## config.mk

```make
export PLATFORM = sky130hd
export DESIGN_NAME = hsv_to_rgb_converter
export DESIGN_NICKNAME = d
export VERILOG_FILES = /design/src/rtl/hsvrgb_pkg.sv /design/src/rtl/hsvrgb_front.sv /design/src/rtl/hsvrgb_div42.sv /design/src/rtl/hsvrgb_mix.sv /design/src/rtl/hsv_to_rgb_converter.sv
export SDC_FILE = /design/constraint.sdc
export NUM_CORES = 1
export LEC_CHECK = 0
export BUFFER_PORTS_ARGS = -buffer_cell sky130_fd_sc_hd__buf_4
export CAP_MARGIN = 40
export CORE_AREA = 3 3 270 272
export CTS_CLUSTER_DIAMETER = 150
export CTS_CLUSTER_SIZE = 28
export DETAILED_ROUTE_END_ITERATION = 10
export DIE_AREA = 0 0 273 275
export PLACE_DENSITY_LB_ADDON = 0.12
export SLEW_MARGIN = 10
export SYNTH_ARGS = -nofsm -noshare
export SYNTH_HDL_FRONTEND = slang
export SYNTH_SLANG_ARGS = --single-unit
```

## constraint.sdc

```tcl
create_clock -name clk -period 6.7 [get_ports clk]
set_clock_uncertainty 0.1 [all_clocks]
set_input_delay 1.005 -clock clk [delete_from_list [all_inputs] [get_ports clk]]
set_output_delay 1.005 -clock clk [all_outputs]
set_load 0.1 [all_outputs]
```

## src/rtl/hsvrgb_pkg.sv

```systemverilog
`timescale 1ns / 1ps
`default_nettype none

package hsvrgb_pkg;

    localparam int unsigned SECTOR_SPAN  = 43;
    localparam int unsigned FULL_SCALE   = 255;
    localparam int unsigned FRACTION_TOP = 42;
    localparam int unsigned SCALED_FULL  = 10710;
    localparam int unsigned LEVEL_SHIFT  = 8;
    // n / 42 == (n * RECIP_42) >> RECIP_SHIFT, exact for n < 27594
    localparam int unsigned RECIP_SHIFT  = 20;
    localparam int unsigned RECIP_42     = (1 << RECIP_SHIFT) / FRACTION_TOP + 1;

    localparam logic [2:0] SECTOR_0 = 3'd0;
    localparam logic [2:0] SECTOR_1 = 3'd1;
    localparam logic [2:0] SECTOR_2 = 3'd2;
    localparam logic [2:0] SECTOR_3 = 3'd3;
    localparam logic [2:0] SECTOR_4 = 3'd4;
    localparam logic [2:0] SECTOR_5 = 3'd5;

    typedef struct packed {
        logic [2:0] sector;
        logic [5:0] frac;
    } split_t;

    // front end -> divide stage
    typedef struct packed {
        logic [2:0]  sector;
        logic        grey;
        logic [7:0]  v;
        logic [7:0]  p;
        logic [13:0] nq;    // 10710 - s*f
        logic [13:0] nt;    // 10710 - s*(42-f)
    } prod_t;

    // divide stage -> output stage
    typedef struct packed {
        logic [2:0] sector;
        logic       grey;
        logic [7:0] v;
        logic [7:0] p;
        logic [7:0] qd;
        logic [7:0] td;
    } lvl_t;

    // hue / 43 and hue % 43 by threshold compare
    function automatic split_t hue_split(input logic [7:0] h);
        split_t res;
        if (h >= 8'(5 * SECTOR_SPAN)) begin
            res.sector = SECTOR_5;
            res.frac   = 6'(h - 8'(5 * SECTOR_SPAN));
        end else if (h >= 8'(4 * SECTOR_SPAN)) begin
            res.sector = SECTOR_4;
            res.frac   = 6'(h - 8'(4 * SECTOR_SPAN));
        end else if (h >= 8'(3 * SECTOR_SPAN)) begin
            res.sector = SECTOR_3;
            res.frac   = 6'(h - 8'(3 * SECTOR_SPAN));
        end else if (h >= 8'(2 * SECTOR_SPAN)) begin
            res.sector = SECTOR_2;
            res.frac   = 6'(h - 8'(2 * SECTOR_SPAN));
        end else if (h >= 8'(SECTOR_SPAN)) begin
            res.sector = SECTOR_1;
            res.frac   = 6'(h - 8'(SECTOR_SPAN));
        end else begin
            res.sector = SECTOR_0;
            res.frac   = 6'(h);
        end
        return res;
    endfunction

endpackage

`default_nettype wire

```

## src/rtl/hsvrgb_front.sv

```systemverilog
`timescale 1ns / 1ps
`default_nettype none

// Stage 1: hue split. Stage 2: the three saturation products.
module hsvrgb_front
    import hsvrgb_pkg::*;
(
    input  wire logic       clk,
    input  wire logic       rst_n,
    input  wire logic       en1,
    input  wire logic       en2,
    input  wire logic       vld_in,
    input  wire logic [7:0] hue,
    input  wire logic [7:0] saturation,
    input  wire logic [7:0] brightness,
    output logic            vld1,
    output logic            vld2,
    output prod_t           prod
);

    logic       vld1_reg, vld2_reg;
    logic [2:0] sector1_reg;
    logic [5:0] frac1_reg;
    logic [7:0] s1_reg, v1_reg;
    prod_t      prod_reg, prod_next;
    split_t     split;

    assign split = hue_split(hue);

    always_ff @(posedge clk or negedge rst_n)
    begin
        if (!rst_n)
        begin
            vld1_reg <= 1'b0;
            vld2_reg <= 1'b0;
        end
        else
        begin
            if (en1)
                vld1_reg <= vld_in;
            if (en2)
                vld2_reg <= vld1_reg;
        end
    end

    always_ff @(posedge clk)
    begin
        if (en1)
        begin
            sector1_reg <= split.sector;
            frac1_reg   <= split.frac;
            s1_reg      <= saturation;
            v1_reg      <= brightness;
        end
        if (en2)
            prod_reg <= prod_next;
    end

    always_comb
    begin
        logic [13:0] sf, sc;
        logic [15:0] vp;
        sf = 14'(s1_reg * frac1_reg);
        sc = 14'(s1_reg * (6'(FRACTION_TOP) - frac1_reg));
        vp = 16'(v1_reg * (8'(FULL_SCALE) - s1_reg));
        prod_next.sector = sector1_reg;
        prod_next.grey   = (s1_reg == 8'd0);
        prod_next.v      = v1_reg;
        prod_next.p      = vp[15:LEVEL_SHIFT];
        prod_next.nq     = 14'(SCALED_FULL) - sf;
        prod_next.nt     = 14'(SCALED_FULL) - sc;
    end

    assign vld1 = vld1_reg;
    assign vld2 = vld2_reg;
    assign prod = prod_reg;

endmodule

`default_nettype wire

```

## src/rtl/hsvrgb_div42.sv

```systemverilog
`timescale 1ns / 1ps
`default_nettype none

// Stage 3: divide both numerators by 42 through a reciprocal multiply.
module hsvrgb_div42
    import hsvrgb_pkg::*;
(
    input  wire logic  clk,
    input  wire logic  rst_n,
    input  wire logic  en,
    input  wire logic  vld_in,
    input  wire prod_t prod,
    output logic       vld,
    output lvl_t       lvl
);

    logic vld_reg;
    lvl_t lvl_reg, lvl_next;

    always_ff @(posedge clk or negedge rst_n)
    begin
        if (!rst_n)
            vld_reg <= 1'b0;
        else if (en)
            vld_reg <= vld_in;
    end

    always_ff @(posedge clk)
    begin
        if (en)
            lvl_reg <= lvl_next;
    end

    always_comb
    begin
        logic [29:0] mq, mt;
        mq = 30'(prod.nq) * 30'(RECIP_42);
        mt = 30'(prod.nt) * 30'(RECIP_42);
        lvl_next.sector = prod.sector;
        lvl_next.grey   = prod.grey;
        lvl_next.v      = prod.v;
        lvl_next.p      = prod.p;
        lvl_next.qd     = mq[RECIP_SHIFT +: 8];
        lvl_next.td     = mt[RECIP_SHIFT +: 8];
    end

    assign vld = vld_reg;
    assign lvl = lvl_reg;

endmodule

`default_nettype wire

```

## src/rtl/hsvrgb_mix.sv

```systemverilog
`timescale 1ns / 1ps
`default_nettype none

// Stage 4: scale q and t by value, route levels to channels, output register.
module hsvrgb_mix
    import hsvrgb_pkg::*;
(
    input  wire logic       clk,
    input  wire logic       rst_n,
    input  wire logic       en,
    input  wire logic       vld_in,
    input  wire lvl_t       lvl,
    output logic            vld,
    output logic [7:0]      red,
    output logic [7:0]      green,
    output logic [7:0]      blue
);

    logic       vld_reg;
    logic [7:0] red_reg, green_reg, blue_reg;
    logic [7:0] red_next, green_next, blue_next;

    always_ff @(posedge clk or negedge rst_n)
    begin
        if (!rst_n)
            vld_reg <= 1'b0;
        else if (en)
            vld_reg <= vld_in;
    end

    always_ff @(posedge clk)
    begin
        if (en)
        begin
            red_reg   <= red_next;
            green_reg <= green_next;
            blue_reg  <= blue_next;
        end
    end

    always_comb
    begin
        logic [15:0] mq, mt;
        logic [7:0]  q, t;
        mq = 16'(lvl.v * lvl.qd);
        mt = 16'(lvl.v * lvl.td);
        q  = mq[15:LEVEL_SHIFT];
        t  = mt[15:LEVEL_SHIFT];
        red_next   = lvl.v;
        green_next = lvl.v;
        blue_next  = lvl.v;
        if (!lvl.grey)
        begin
            case (lvl.sector)
                SECTOR_0: begin red_next = lvl.v; green_next = t;     blue_next = lvl.p; end
                SECTOR_1: begin red_next = q;     green_next = lvl.v; blue_next = lvl.p; end
                SECTOR_2: begin red_next = lvl.p; green_next = lvl.v; blue_next = t;     end
                SECTOR_3: begin red_next = lvl.p; green_next = q;     blue_next = lvl.v; end
                SECTOR_4: begin red_next = t;     green_next = lvl.p; blue_next = lvl.v; end
                default:  begin red_next = lvl.v; green_next = lvl.p; blue_next = q;     end
            endcase
        end
    end

    assign vld   = vld_reg;
    assign red   = red_reg;
    assign green = green_reg;
    assign blue  = blue_reg;

endmodule

`default_nettype wire

```

## src/rtl/hsv_to_rgb_converter.sv

```systemverilog
// out_valid rises once an input transfer has passed the register stages below, later only while out_ready is low.
// Throughput: one conversion per cycle while out_ready is high; four register stages (hue split, saturation
//   products, reciprocal divide by 42, value scaling with channel routing).
// Each stage loads when it is empty or the stage after it moves, so stalls lose nothing.
// Reset (rst_n, async, active low) clears all stage valid bits; data regs are not reset.
`timescale 1ns / 1ps
`default_nettype none

module hsv_to_rgb_converter
    import hsvrgb_pkg::*;
(
    input  wire logic       clk,
    input  wire logic       rst_n,
    input  wire logic       in_valid,
    output logic            in_ready,
    input  wire logic [7:0] hue,
    input  wire logic [7:0] saturation,
    input  wire logic [7:0] brightness,
    output logic            out_valid,
    input  wire logic       out_ready,
    output logic [7:0]      red,
    output logic [7:0]      green,
    output logic [7:0]      blue
);

    // per-stage valid bits
    logic  vld1, vld2, vld3, vld4;
    // per-stage load enables: a stage takes new data when empty or draining
    logic  en1, en2, en3, en4;
    prod_t prod;
    lvl_t  lvl;

    assign en4 = !vld4 || out_ready;
    assign en3 = !vld3 || en4;
    assign en2 = !vld2 || en3;
    assign en1 = !vld1 || en2;

    assign in_ready  = en1;
    assign out_valid = vld4;

    // split hue into sector/fraction, then form s*f, s*(42-f), v*(255-s)
    hsvrgb_front u_front (
        .clk        (clk),
        .rst_n      (rst_n),
        .en1        (en1),
        .en2        (en2),
        .vld_in     (in_valid),
        .hue        (hue),
        .saturation (saturation),
        .brightness (brightness),
        .vld1       (vld1),
        .vld2       (vld2),
        .prod       (prod)
    );

    // truncating divide by 42 for the q and t numerators
    hsvrgb_div42 u_div42 (
        .clk    (clk),
        .rst_n  (rst_n),
        .en     (en3),
        .vld_in (vld2),
        .prod   (prod),
        .vld    (vld3),
        .lvl    (lvl)
    );

    // final value scaling and sector routing; doubles as the output register
    hsvrgb_mix u_mix (
        .clk    (clk),
        .rst_n  (rst_n),
        .en     (en4),
        .vld_in (vld3),
        .lvl    (lvl),
        .vld    (vld4),
        .red    (red),
        .green  (green),
        .blue   (blue)
    );

`ifndef SYNTHESIS
    // a free output side lets the whole pipe move
    a_ready_chain: assert property (@(posedge clk) disable iff (!rst_n)
        out_ready |-> in_ready)
        else $error("pipeline blocked while output is free");

    // an item held in stage 3 is not dropped during a stall
    a_stage3_hold: assert property (@(posedge clk) disable iff (!rst_n)
        (vld3 && !en4) |=> vld3)
        else $error("stage 3 item lost during stall");

    // p never exceeds value
    a_p_bound: assert property (@(posedge clk) disable iff (!rst_n)
        vld2 |-> (prod.p <= prod.v))
        else $error("p level above value");

    // q and t quotients stay within 8-bit full scale, and p stays at or below value
    a_quot_bound: assert property (@(posedge clk) disable iff (!rst_n)
        vld3 |-> (lvl.qd <= 8'(FULL_SCALE) && lvl.td <= 8'(FULL_SCALE) && lvl.p <= lvl.v))
        else $error("level out of range");
`endif

endmodule

`default_nettype wire

```

Yosys cells after proc, flatten, opt, wreduce, memory -nomap -nowiden
Index checks and enable logic that the tools add are counted.
- flip-flop bits (word level): 137
- input port bits: 28
- output and inout bits: 26
- word-level logic and storage cells: 75
- add/sub/neg operators: 9
- $mul: 7
- order comparisons: 5
- equality and inequality tests: 4
- multiplexer cells: 11
- reduce and logical (&&, ||, !) cells: 15
- operators with widths (cell ; count):
    one-hot mux 8 bit (3 select lines) ; 3
    multiplier 14 x 15 -> 28 bit, second input constant ; 2
    multiplier 8 x 8 -> 16 bit ; 2
    subtractor 14 bit, first input constant ; 2
    >= comparator 8 bit, second input constant ; 3
    2-to-1 mux 8 bit ; 3
    2-to-1 mux 9 bit ; 2
    multiplier 8 x 16 -> 16 bit ; 1
    multiplier 8 x 14 -> 14 bit ; 1
    multiplier 8 x 6 -> 14 bit ; 1
    2-to-1 mux 7 bit ; 2
    subtractor 6 x 5 -> 6 bit, second input constant ; 2
    subtractor 6 bit, second input constant ; 2
    OR reduction 2 bit ; 5
    subtractor 8 x 8 -> 9 bit, first input constant ; 1
    >= comparator 8 x 6 -> 1 bit, second input constant ; 1
    >= comparator 8 x 7 -> 1 bit, second input constant ; 1
    zero test 8 bit ; 1
    subtractor 6 x 6 -> 7 bit, first input constant ; 1
    == test 3 x 2 -> 1 bit, second input constant ; 2
    2-to-1 mux 6 bit ; 1
    subtractor 6 x 1 -> 6 bit, second input constant ; 1
    zero test 1 bit ; 4
    logical OR 1 bit ; 4
    other kinds (3) ; 3

Depth between registers and ports, before layout
Gate-level depths: netlist (run 1).
- depth in word-level cells: 6
- depth in mapped cells: 21
- depth with buffers taken out: 20

By module
From an unflattened synthesis (run 1), not the netlist that was laid out.
- cells, all modules: 2238
- area, all modules: 21802.2 um2
- modules (own cells, without submodules) (module ; times used ; cells each ; area an instance (um2) ; seq. area each (um2)):
    hsvrgb_front ; 1 ; 869 ; 8698.3 ; 2212.1
    hsvrgb_div42 ; 1 ; 652 ; 7040.5 ; 1106.1
    hsvrgb_mix ; 1 ; 712 ; 6030.8 ; 745.7
    hsv_to_rgb_converter ; 1 ; 5 ; 32.5 ; 0.0

Worst setup path before layout (run 1)
OpenSTA, ideal clock, no wires.
- kind: reg2reg
- start: reg u_div42.lvl_reg (netlist bit u_div42.lvl[26])
- end: reg u_mix.red_reg[5], in the netlist u_mix.red[5] (data pin)
- library setup time: 0.261 ns
- arrival: 4.882 ns
- data required time: 6.339 ns
- path slack: 1.458 ns
- cell stages (with the launch flop): 19
- path buffers: 2
- clock period less this slack: 5.242 ns
- path through: edfxtp_1 -> clkbuf_1 -> clkbuf_1 -> and2_1 -> fa_1 -> fa_1 -> fa_1 -> inv_1 -> fa_1 -> inv_1 -> ha_1 -> a21o_1 -> a21oi_2 -> o21ai_2 -> a2111o_1 -> nand2_2 -> xnor2_1 -> a22o_1 -> a221o_1
- word-level cells in the longest chain between the ends: 3
- elaborated cells on any way between the ends: 4
- classes of those cells: mul (2); mux (2)
- ends and longest elaborated chain (element ; line ; text):
    start, declared ; hsvrgb_div42.sv:18 ; lvl_t lvl_reg, lvl_next;
    start signal, assigned ; hsvrgb_div42.sv:31 ; lvl_reg <= lvl_next;
    multiplier 8 x 8 -> 16 bit, on equally long branches ; hsvrgb_mix.sv:46, hsvrgb_mix.sv:45 ;
    one-hot mux 8 bit (3 select lines) * ; hsvrgb_mix.sv:54 ; case (lvl.sector)
    2-to-1 mux 8 bit * ; hsvrgb_mix.sv:52 ; if (!lvl.grey)
    named net u_mix.red_next[5] ; hsvrgb_mix.sv:21 ; logic [7:0] red_next, green_next, blue_next;
    end signal, assigned ; hsvrgb_mix.sv:35 ; red_reg <= red_next;
    end, declared ; hsvrgb_mix.sv:20 ; logic [7:0] red_reg, green_reg, blue_reg;
Mark *: on every way through the listed nets, which the timed path passes. The rest lies on a longest branch.
A chain may end at the register's enable or synchronous reset.

Worst setup path after layout (run 1)
- start: reg u_div42.lvl_reg (netlist bit u_div42.lvl[26])
- end: reg u_mix.blue_reg[7], in the netlist u_mix.blue[7] (data pin)
- word-level cells in the longest chain between the ends: 3
- elaborated cells on any way between the ends: 4
- classes of those cells: mul (2); mux (2)
- ends and longest elaborated chain (element ; line ; text):
    multiplier 8 x 8 -> 16 bit, on equally long branches ; hsvrgb_mix.sv:45, hsvrgb_mix.sv:46 ;
    one-hot mux 8 bit (3 select lines) * ; hsvrgb_mix.sv:54 ;
    2-to-1 mux 8 bit * ; hsvrgb_mix.sv:52 ;
    named net u_mix.blue_next[7] ; hsvrgb_mix.sv:21 ;
    end signal, assigned ; hsvrgb_mix.sv:37 ; blue_reg <= blue_next;
    end, declared ; hsvrgb_mix.sv:20 ;
Marked as above.

==> results of run 1 <==
## cell usage after synthesis (4+ instances only)
master    instances  area (µm²)
a31oi_1          11       68.82
a21boi_0          6       45.04
nand3b_1          5       37.54
a22oi_1           7       52.55
clkbuf_8          6       82.58
o21a_1            6       45.04
o22ai_1          12       75.07
a221oi_1          5       43.79
mux2i_1           7       70.07
o31ai_1           4       30.03
o21ai_0          38       190.2
and2_1          153       957.2
or3_1             7       43.79
o211ai_1          5       37.54
nand3_1          23       115.1
xor2_1           17       148.9
a21o_1           20       150.1
nor2_1           57       214.0
o21bai_1          7       52.55
edfxtp_1        132        3964
xnor2_1          55       481.7
and3_1           10       62.56
nor3_1           27       135.1
fa_1            260        5205
o21ai_1           5       25.02
o221ai_1          6       52.55
or2_2             5       31.28
nand4_1           6       37.54
nor2b_1          52       325.3
a21oi_1          46       230.2
dfrtp_1           4       100.1
ha_1            390        4880
inv_1           435        1633
or4_1             5       37.54
nand2_1         128       480.5
clkbuf_1         46       172.7
nand2b_1         39       244.0
## metal layers
layer  part of all wire  wire length, µm  GRT usage
met5                  0                0          0
met4              0.021             1054    0.04129
met3              0.029             1425    0.02032
met2               0.47            23590     0.2319
met1               0.48            23860     0.1859
## final cells by class
class | count | area share
flip-flops and latches | 136 | 0.1740
inverters | 436 | 0.07009
well taps | 950 | 0.05090
clock buffers | 17 | 0.01822
repair buffers | 75 | 0.02561
multi-input cells | 1491 | 0.6515
clock inverters | 15 | 0.009645
## worst paths after layout
path | startpoint | endpoint | slack, ns | cells after the start
worst max-delay path | u_div42.lvl[26] | u_mix.blue[7] | 0.96 | 16
worst min-delay path | rst_n | u_div42.vld | 0.21 | 1
worst max register to register | u_div42.lvl[26] | u_mix.blue[7] | 0.96 | 16
worst min register to register | u_front.prod[45] | u_div42.lvl[33] | 0.32 | 0
max in group asynchronous | rst_n | u_front.vld2 | 6.19 | 1
min in group clk | u_front.prod[45] | u_div42.lvl[33] | 0.32 | 0
## logic make-up (layout without fill, tap and decap cells)
family | after synthesis | after routing | synth area share
AO/OA/AOI/OAI | 229 | 229 | 0.07417
XOR/XNOR | 72 | 72 | 0.02976
adder cells (fa/ha/maj) | 650 | 650 | 0.4760
buffers and inverters | 491 | 543 | 0.09041
flip-flops | 136 | 136 | 0.1918
multiplexers | 9 | 9 | 0.004370
AND/OR/NAND/NOR | 531 | 531 | 0.1335
## critical path: stages, from the launching register on
cell and delay (ns):
edfxtp_1 0.94, and2_1 0.26, fa_1 0.45, fa_1 0.52, fa_1 0.54, inv_1 0.05
fa_1 0.53, inv_1 0.04, ha_1 0.34, a21o_1 0.23, a21oi_2 0.15, o21ai_2 0.09
a2111o_1 0.50, a2111o_1 0.42, o211ai_2 0.13, o21ai_1 0.09, a31oi_1 0.20
## metrics by stage
stage | utilization | cell area (µm²) | hold WS, ns | instances | worst slack, ns
2_1_floorplan | - | 21190 | 0.3003 | 2118 | 1.458
3_3_place_gp | 0.3188 | 22640 | 0.3070 | 3084 | 1.039
3_5_place_dp | 0.3197 | 22700 | 0.3054 | 3088 | 0.9479
4_1_cts | 0.3289 | 23350 | 0.1649 | 3120 | 0.9321
5_1_grt | 0.3289 | 23350 | 0.1719 | 3120 | 0.4409
6_report | 0.3289 | 23350 | 0.2109 | 3120 | 0.9557
==> reports/qor.csv, run 1 <==
metric;value;unit
CTS resizes;0;
crit end category;flip-flop;
Die X;273;µm
Worst Hold Class;input pin to async pin;
Chip Height;275;µm
post-synth cell types;78;
CP max FO;21;
hpwl dp;41.63;mm
Post-synth EDFFs;132;
Iter 0 DRT Violations;683;
synthesized flop and latch total;136;
wire per inst;16.00;µm
GRT overflow;0;
# nets final;2835;
CTS tree;yes;
first-pass GRT wire length;81.85;mm
most common cell after layout, fill and taps aside;inv_1;
RSZ-0062 raised after global routing;false;
Total GRT Usage;0.1386;
TritonCTS Buffers;17;
initial antenna violation count;1;
antenna diode count;0;
Rows;98;
share of post-route cells with drive strength above 1;0.05899;
Final Cycle Share;0.8574;
Syn Nets;2796;
Initial Util;0.2984;
worst rel slew slack;0.3976;
die area;75080;µm²
Primary FF master, synth;edfxtp_1;
largest net degree at the start of global routing;49;
Post-Syn Area;21190;µm²
final setup TNS;0;ns
Reg area;4064;µm²
H-tree depth;4;
commonest cells after routing, fill and taps aside;inv_1 (435), ha_1 (390), fa_1 (260);
CORE AREA;71000;µm²
final-report setup violation count;0;
clk buf depth;2;
Mean Syn Cell Area;10.00;µm²
Routed WL;49.93;mm
Gate Count Post-Synth;2118;
Period minus WS final;5.744;ns
Clock Latency Late Sink;0.47;ns
DR pass1 iterations;5;
IO Port Bufs;53;
vias after detailed routing;14330;
status;finished, final reports clean;
Worst-path clk slew;0.07;ns
post-synthesis sequential area ratio;0.1918;
endpoints failing hold;0;
critical path launch point type;flip-flop;
multi-input logic area;15210;µm²
vias per inst;4.592;
Critical Path RT;6.92;ns
ys async rst share;0.02941;
worst slew pin tran;0.9037;ns
crit path DAT;5.96;ns
Fill cells;7298;
post-route ant nets;0;
max-cap viol count;0;
# IOs;54;
vias in the first global route;15380;
max frequency;174.1;MHz
P&R area growth vs syn;10.21;%
Largest register FFs;47;
worst setup path category;flip-flop to flip-flop;
clk root buf;clkbuf_16;
postcts setup bufs;0;
CTS Hold Bufs;0;
number of warnings issued by yosys;0;
Sink Count;136;
gpl congestion;0.8209;
# DRC;0;
fin. max-slew vios;0;
Power of run 1 is left out: the tool's default activity adds up to more than one toggle a clock period on the data nets, which glitch-free logic cannot reach.
==> run 2: changes to the inputs <==
--- a/config.mk
+++ b/config.mk
@@ -7,6 +7,8 @@
 export LEC_CHECK = 0
 export BUFFER_PORTS_ARGS = -buffer_cell sky130_fd_sc_hd__buf_4
 export CAP_MARGIN = 40
+export CELL_PAD_IN_SITES_DETAIL_PLACEMENT = 1
+export CELL_PAD_IN_SITES_GLOBAL_PLACEMENT = 2
 export CORE_AREA = 3 3 270 272
 export CTS_CLUSTER_DIAMETER = 150
 export CTS_CLUSTER_SIZE = 28
==> constraint.sdc (replaced) <==
create_clock -name clk -period 5.7 [get_ports clk]
set_clock_uncertainty 0.1 [all_clocks]
set_input_delay 0.855 -clock clk [delete_from_list [all_inputs] [get_ports clk]]
set_output_delay 0.855 -clock clk [all_outputs]
set_load 0.1 [all_outputs]
==> reports/qor.csv, run 2 (synthesized netlist as in run 1, its figures left out) <==
metric;value;unit;change
status;finished, final reports clean;;unchanged
RSZ-0062 raised after global routing;true;;was false
endpoints failing hold;0;;unchanged
IO Port Bufs;53;;unchanged
largest net degree at the start of global routing;49;;unchanged
vias per inst;4.618;;was 4.592
wire per inst;17.59;µm;was 16.00 µm
Total GRT Usage;0.1548;;was 0.1386
H-tree depth;4;;unchanged
clk root buf;clkbuf_16;;unchanged
worst reg2reg startpoint;u_front.prod[25];;was u_div42.lvl[26]
Initial Util;0.2984;;unchanged
Die X;273;µm;unchanged
Largest register FFs;47;;unchanged
Worst R2R Path Depth;17;;was 16
worst setup path category;flip-flop to flip-flop;;unchanged
# nets final;2877;;was 2835
max frequency;180.9;MHz;was 174.1 MHz
final-report setup violation count;0;;unchanged
r2r endpoint;u_div42.lvl[15];;was u_mix.blue[7]
DR pass1 iterations;4;;was 5
Routed WL;55.60;mm;was 49.93 mm
Rows;98;;unchanged
share of post-route cells with drive strength above 1;0.08005;;was 0.05899
pre-CTS WS;0.01755;ns;was 0.9479 ns
Largest stage delay, worst path;0.56;ns;was 0.94 ns
P&R area growth vs syn;11.62;%;was 10.21%
Critical Path RT;5.82;ns;was 6.92 ns
fin. max-slew vios;0;;unchanged
worst slew pin tran;0.8027;ns;was 0.9037 ns
Clock Latency Late Sink;0.47;ns;about the same
first-pass GRT wire length;90.46;mm;was 81.85 mm
critical path launch point type;flip-flop;;unchanged
TritonCTS Buffers;17;;unchanged
Iter 0 DRT Violations;447;;was 683
CORE AREA;71000;µm²;unchanged
initial antenna violation count;2;;was 1
placed cell areas;22970;µm²;was 22700 µm²
Fill cells;8010;;was 7298
CTS Hold Bufs;0;;unchanged
GRT overflow;0;;unchanged
Chip Height;275;µm;unchanged
setup ws final;0.1724;ns;was 0.9557 ns
vias after detailed routing;14600;;was 14330
crit path buf inv count;2;;unchanged
multi-input logic area;15280;µm²;was 15210 µm²
Period minus WS final;5.528;ns;was 5.744 ns
crit end category;flip-flop;;unchanged
vias in the first global route;16350;;was 15380
CP top delay family;adder cells;;unchanged
Final Cycle Share;0.9698;;was 0.8574
antenna diode count;0;;unchanged
Sink Count;136;;unchanged
# DRC;0;;unchanged
post-route ant nets;0;;unchanged
cell area after layout;23650;µm²;was 23350 µm²
gpl congestion;0.8132;;was 0.8209
worst rel slew slack;0.4649;;was 0.3976
Worst-path clk slew;0.06;ns;was 0.07 ns
most common cell after layout, fill and taps aside;inv_1;;unchanged
Reg area;4064;µm²;unchanged
WHS;0.07410;ns;was 0.2109 ns
CTS tree;yes;;unchanged
# IOs;54;;unchanged
clk buf depth;2;;unchanged
crit path DAT;5.64;ns;was 5.96 ns
hpwl dp;47.21;mm;was 41.63 mm
Worst Hold Class;input pin to async pin;;unchanged
Crit path top cell by count;fa_1;;unchanged
max-cap viol count;0;;unchanged
commonest cells after routing, fill and taps aside;inv_1 (433), ha_1 (388), fa_1 (260);;was inv_1 (435), ha_1 (390), fa_1 (260)
FF-to-FF setup slack;0.17;ns;was 0.96 ns
Slowest cell on crit path;fa_1;;was edfxtp_1
cells along the critical path;fa_1 > ha_1 > inv_2 > fa_1 > fa_1 > fa_1 > inv_2 > fa_1 > ha_4 > o21a_1 > o211ai_1 > o22ai_1 > or2_1 > a211o_1 > a211oi_2 > o21bai_1 > xnor2_1;;was and2_1 > fa_1 > fa_1 > fa_1 > inv_1 > fa_1 > inv_1 > ha_1 > a21o_1 > a21oi_2 > o21ai_2 > a2111o_1 > a2111o_1 > o211ai_2 > o21ai_1 > a31oi_1
CP max FO;4;;was 21
die area;75080;µm²;unchanged
==> run 2: final cells by class <==
type                       count  area share
sequential                   136      0.1718
clock inverter                14    0.005238
clock buffer                  17     0.01799
multi-input combinational   1491      0.6461
tap                          950     0.05026
timing repair buffer         117     0.03936
inverter                     436     0.06920
==> run 2: stage by stage <==
stage / setup TNS [ns] / utilization / instances
2_1_floorplan: 0 / - / 2118
3_3_place_gp: 0 / 0.3226 / 3118
3_5_place_dp: 0 / 0.3235 / 3121
4_1_cts: 0 / 0.3313 / 3152
5_1_grt: -0.06573 / 0.3331 / 3161
6_report: 0 / 0.3331 / 3161
==> run 2: what timing repair did <==
action	CTS	global route
setup buffers	0	9
resized for setup	0	12
setup endpoints to repair	0	11
==> run 2: how the worst max path moves through the flow <==
stage	startpoint	end	depth (start not counted)
finish	u_front.prod[25]	u_div42.lvl[15]	17
global route	u_front.prod[25]	u_div42.lvl[15]	17
CTS	u_front.prod[11]	u_div42.lvl[6]	17
detailed placement	u_front.prod[11]	u_div42.lvl[7]	18
global placement	u_front.prod[11]	u_div42.lvl[6]	17
floorplan	u_div42.lvl[26]	u_mix.red[5]	18
==> run 2: layer usage <==
layer,up-vias,track usage,part of all wire,routed length [µm]
li1,7060,-,-,-
met1,7386,0.2005,0.47,25870
met2,109,0.2749,0.50,27780
met3,41,0.02180,0.023,1252
met4,0,0.03188,0.013,703
met5,-,0,0,0
Power of run 2 is left out for the same reason.
==> run 3: changes to the inputs <==
--- a/config.mk
+++ b/config.mk
@@ -5,15 +5,16 @@
 export SDC_FILE = /design/constraint.sdc
 export NUM_CORES = 1
 export LEC_CHECK = 0
+export ABC_AREA = 1
 export BUFFER_PORTS_ARGS = -buffer_cell sky130_fd_sc_hd__buf_4
 export CAP_MARGIN = 40
 export CELL_PAD_IN_SITES_DETAIL_PLACEMENT = 1
 export CELL_PAD_IN_SITES_GLOBAL_PLACEMENT = 2
-export CORE_AREA = 3 3 270 272
+export CORE_AREA = 2 2 280 282
 export CTS_CLUSTER_DIAMETER = 150
 export CTS_CLUSTER_SIZE = 28
 export DETAILED_ROUTE_END_ITERATION = 10
-export DIE_AREA = 0 0 273 275
+export DIE_AREA = 0 0 282 284
 export PLACE_DENSITY_LB_ADDON = 0.12
 export SLEW_MARGIN = 10
 export SYNTH_ARGS = -nofsm -noshare
==> reports/qor.csv, run 3 <==
metric;value;unit;change
Iter 0 DRT Violations;653;;was 447
critical path launch point type;flip-flop;;unchanged
vias in the first global route;20270;;was 16350
Fill cells;9203;;was 8010
largest net degree at the start of global routing;38;;was 49
biggest area consumer among synthesized cells;fa_1;;unchanged
worst reg2reg startpoint;u_front.frac1_reg[2];;was u_front.prod[25]
Routed WL;68.97;mm;was 55.60 mm
fin. max-slew vios;0;;unchanged
Clock Latency Late Sink;0.48;ns;was 0.47 ns
non-filler instance count after layout;3916;;was 3161
post-synthesis sequential area ratio;0.1776;;was 0.1918
# IOs;54;;unchanged
number of warnings issued by yosys;0;;unchanged
die area;80090;µm²;was 75080 µm²
Die X;282;µm;was 273 µm
most frequent cell after synthesis;inv_1;;unchanged
crit path launch;u_front.frac1_reg[2];;was u_front.prod[25]
H-tree depth;4;;unchanged
synth cell count leaders;inv_1 (702), nand2_1 (590), ha_1 (390);;was inv_1 (435), ha_1 (390), fa_1 (260)
Area contributors post-synth;fa_1 (23%), ha_1 (21%), edfxtp_1 (17%);;was fa_1 (25%), ha_1 (23%), edfxtp_1 (19%)
postcts setup bufs;0;;unchanged
Rows;102;;was 98
Primary FF master, synth;edfxtp_1;;unchanged
vias per inst;4.556;;was 4.618
Period minus WS final;5.173;ns;was 5.528 ns
Chip Height;284;µm;was 275 µm
Final Cycle Share;0.9075;;was 0.9698
CORE AREA;76960;µm²;was 71000 µm²
met2 wire length;34.81;mm;was 27.78 mm
CTS tree;yes;;unchanged
post-route ant nets;0;;unchanged
commonest cells after routing, fill and taps aside;inv_1 (701), nand2_1 (590), ha_1 (390);;was inv_1 (433), ha_1 (388), fa_1 (260)
Worst Hold Class;input pin to async pin;;unchanged
IO Port Bufs;53;;unchanged
Worst-path clk slew;0.07;ns;was 0.06 ns
Total GRT Usage;0.1794;;was 0.1548
Post-Syn Area;22890;µm²;was 21190 µm²
worst setup path category;flip-flop to flip-flop;;unchanged
Inst Count DP;3884;;was 3121
share of post-route cells with drive strength above 1;0.05076;;was 0.08005
Gate Count Post-Synth;2807;;was 2118
Synth top area share;0.2274;;was 0.2457
initial antenna violation count;1;;was 2
RSZ-0062 raised after global routing;false;;was true
CTS Hold Bufs;0;;unchanged
setup ws final;0.5274;ns;was 0.1724 ns
first-pass GRT wire length;111.4;mm;was 90.46 mm
Post-synth EDFFs;132;;unchanged
synthesized flop and latch total;136;;unchanged
worst rel slew slack;0.4842;;was 0.4649
max-cap viol count;0;;unchanged
antenna diode count;0;;unchanged
final-report setup violation count;0;;unchanged
post-synth cell types;43;;was 78
status;finished, final reports clean;;unchanged
CTS resizes;0;;unchanged
clk buf depth;2;;unchanged
hpwl dp;59.63;mm;was 47.21 mm
Syn Nets;3485;;was 2796
Sink Count;136;;unchanged
final setup TNS;0;ns;unchanged
# DRC;0;;unchanged
endpoints failing hold;0;;unchanged
gpl congestion;0.8451;;was 0.8132
Initial Util;0.2974;;was 0.2984
max layer used;met4;;unchanged
P&R area growth vs syn;10.18;%;was 11.62%
GRT overflow;0;;unchanged
crit end category;flip-flop;;unchanged
max frequency;193.3;MHz;was 180.9 MHz
most common cell after layout, fill and taps aside;inv_1;;unchanged
WHS;0.06505;ns;was 0.07410 ns
DR pass1 iterations;4;;unchanged
Largest register FFs;47;;unchanged
ys async rst share;0.02941;;unchanged
clk root buf;clkbuf_16;;unchanged
Mean Syn Cell Area;8.153;µm²;was 10.00 µm²
wire per inst;17.61;µm;was 17.59 µm
wl on met1;32.23;mm;was 25.87 mm
met3 wire len;1.041;mm;was 1.252 mm
worst slew pin tran;0.7738;ns;was 0.8027 ns
# nets final;3541;;was 2877
pre-CTS WS;0.4711;ns;was 0.01755 ns
crit path DAT;5.29;ns;was 5.64 ns
CP max FO;11;;was 4
Critical Path RT;5.82;ns;about the same
vias after detailed routing;17840;;was 14600
TritonCTS Buffers;17;;unchanged
==> run 3: critical path, stage by stage, from the launching register on <==
cell      delay [ns]
edfxtp_1        0.55
or2_1           0.35
a21oi_4         0.21
inv_1           0.10
nand2_1         0.09
nor2_1          0.06
fa_1            0.52
fa_1            0.52
inv_1           0.05
fa_1            0.53
inv_1           0.05
fa_1            0.47
inv_1           0.04
ha_1            0.32
a21oi_1         0.22
o21ai_0         0.13
a21oi_1         0.23
o21ai_0         0.12
a21oi_1         0.16
xor2_1          0.08
==> run 3: through the flow <==
step | instance area (µm²) | util
finish | 25220 | 0.3277
global route | 25220 | 0.3277
CTS | 25220 | 0.3277
detailed placement | 24590 | 0.3196
global placement | 24590 | 0.3196
floorplan | 22890 | -
==> run 3: layout make-up <==
type                       count  area (µm²)  area share
multi-input combinational   1908       15890      0.6303
clock inverter                14       181.4    0.007195
inverter                     711        2669      0.1058
timing repair buffer          89       668.1     0.02650
sequential                   136        4064      0.1612
clock buffer                  18       439.2     0.01742
tap                         1040        1301     0.05161
==> run 3: routing by layer <==
| metal | vias up | global-route usage |
|---|---|---|
| met2 | 122 | 0.3208 |
| met5 | - | 0 |
| met4 | 0 | 0.03511 |
| met1 | 8898 | 0.2327 |
| met3 | 50 | 0.01861 |
| li1 | 8773 | - |
==> run 3: cells by family after synthesis <==
family                   share of synthesized area
AO/OA/AOI/OAI                              0.06025
XOR/XNOR                                   0.02181
adder cells (fa/ha/maj)                     0.4407
buffers and inverters                       0.1280
flip-flops                                  0.1776
AND/OR/NAND/NOR                             0.1717
==> run 3: worst paths after layout <==
| kind | end | slack (ns) | depth (start not counted) |
|---|---|---|---|
| min in group clk | u_div42.lvl[33] | 0.32 | 0 |
| max reg2reg | u_front.prod[11] | 0.53 | 19 |
| min reg2reg | u_div42.lvl[33] | 0.32 | 0 |
| max | u_front.prod[11] | 0.53 | 19 |
| min | u_front.vld1 | 0.07 | 1 |
| max in group asynchronous | u_mix.vld | 5.33 | 1 |
Power of run 3 is left out for the same reason.
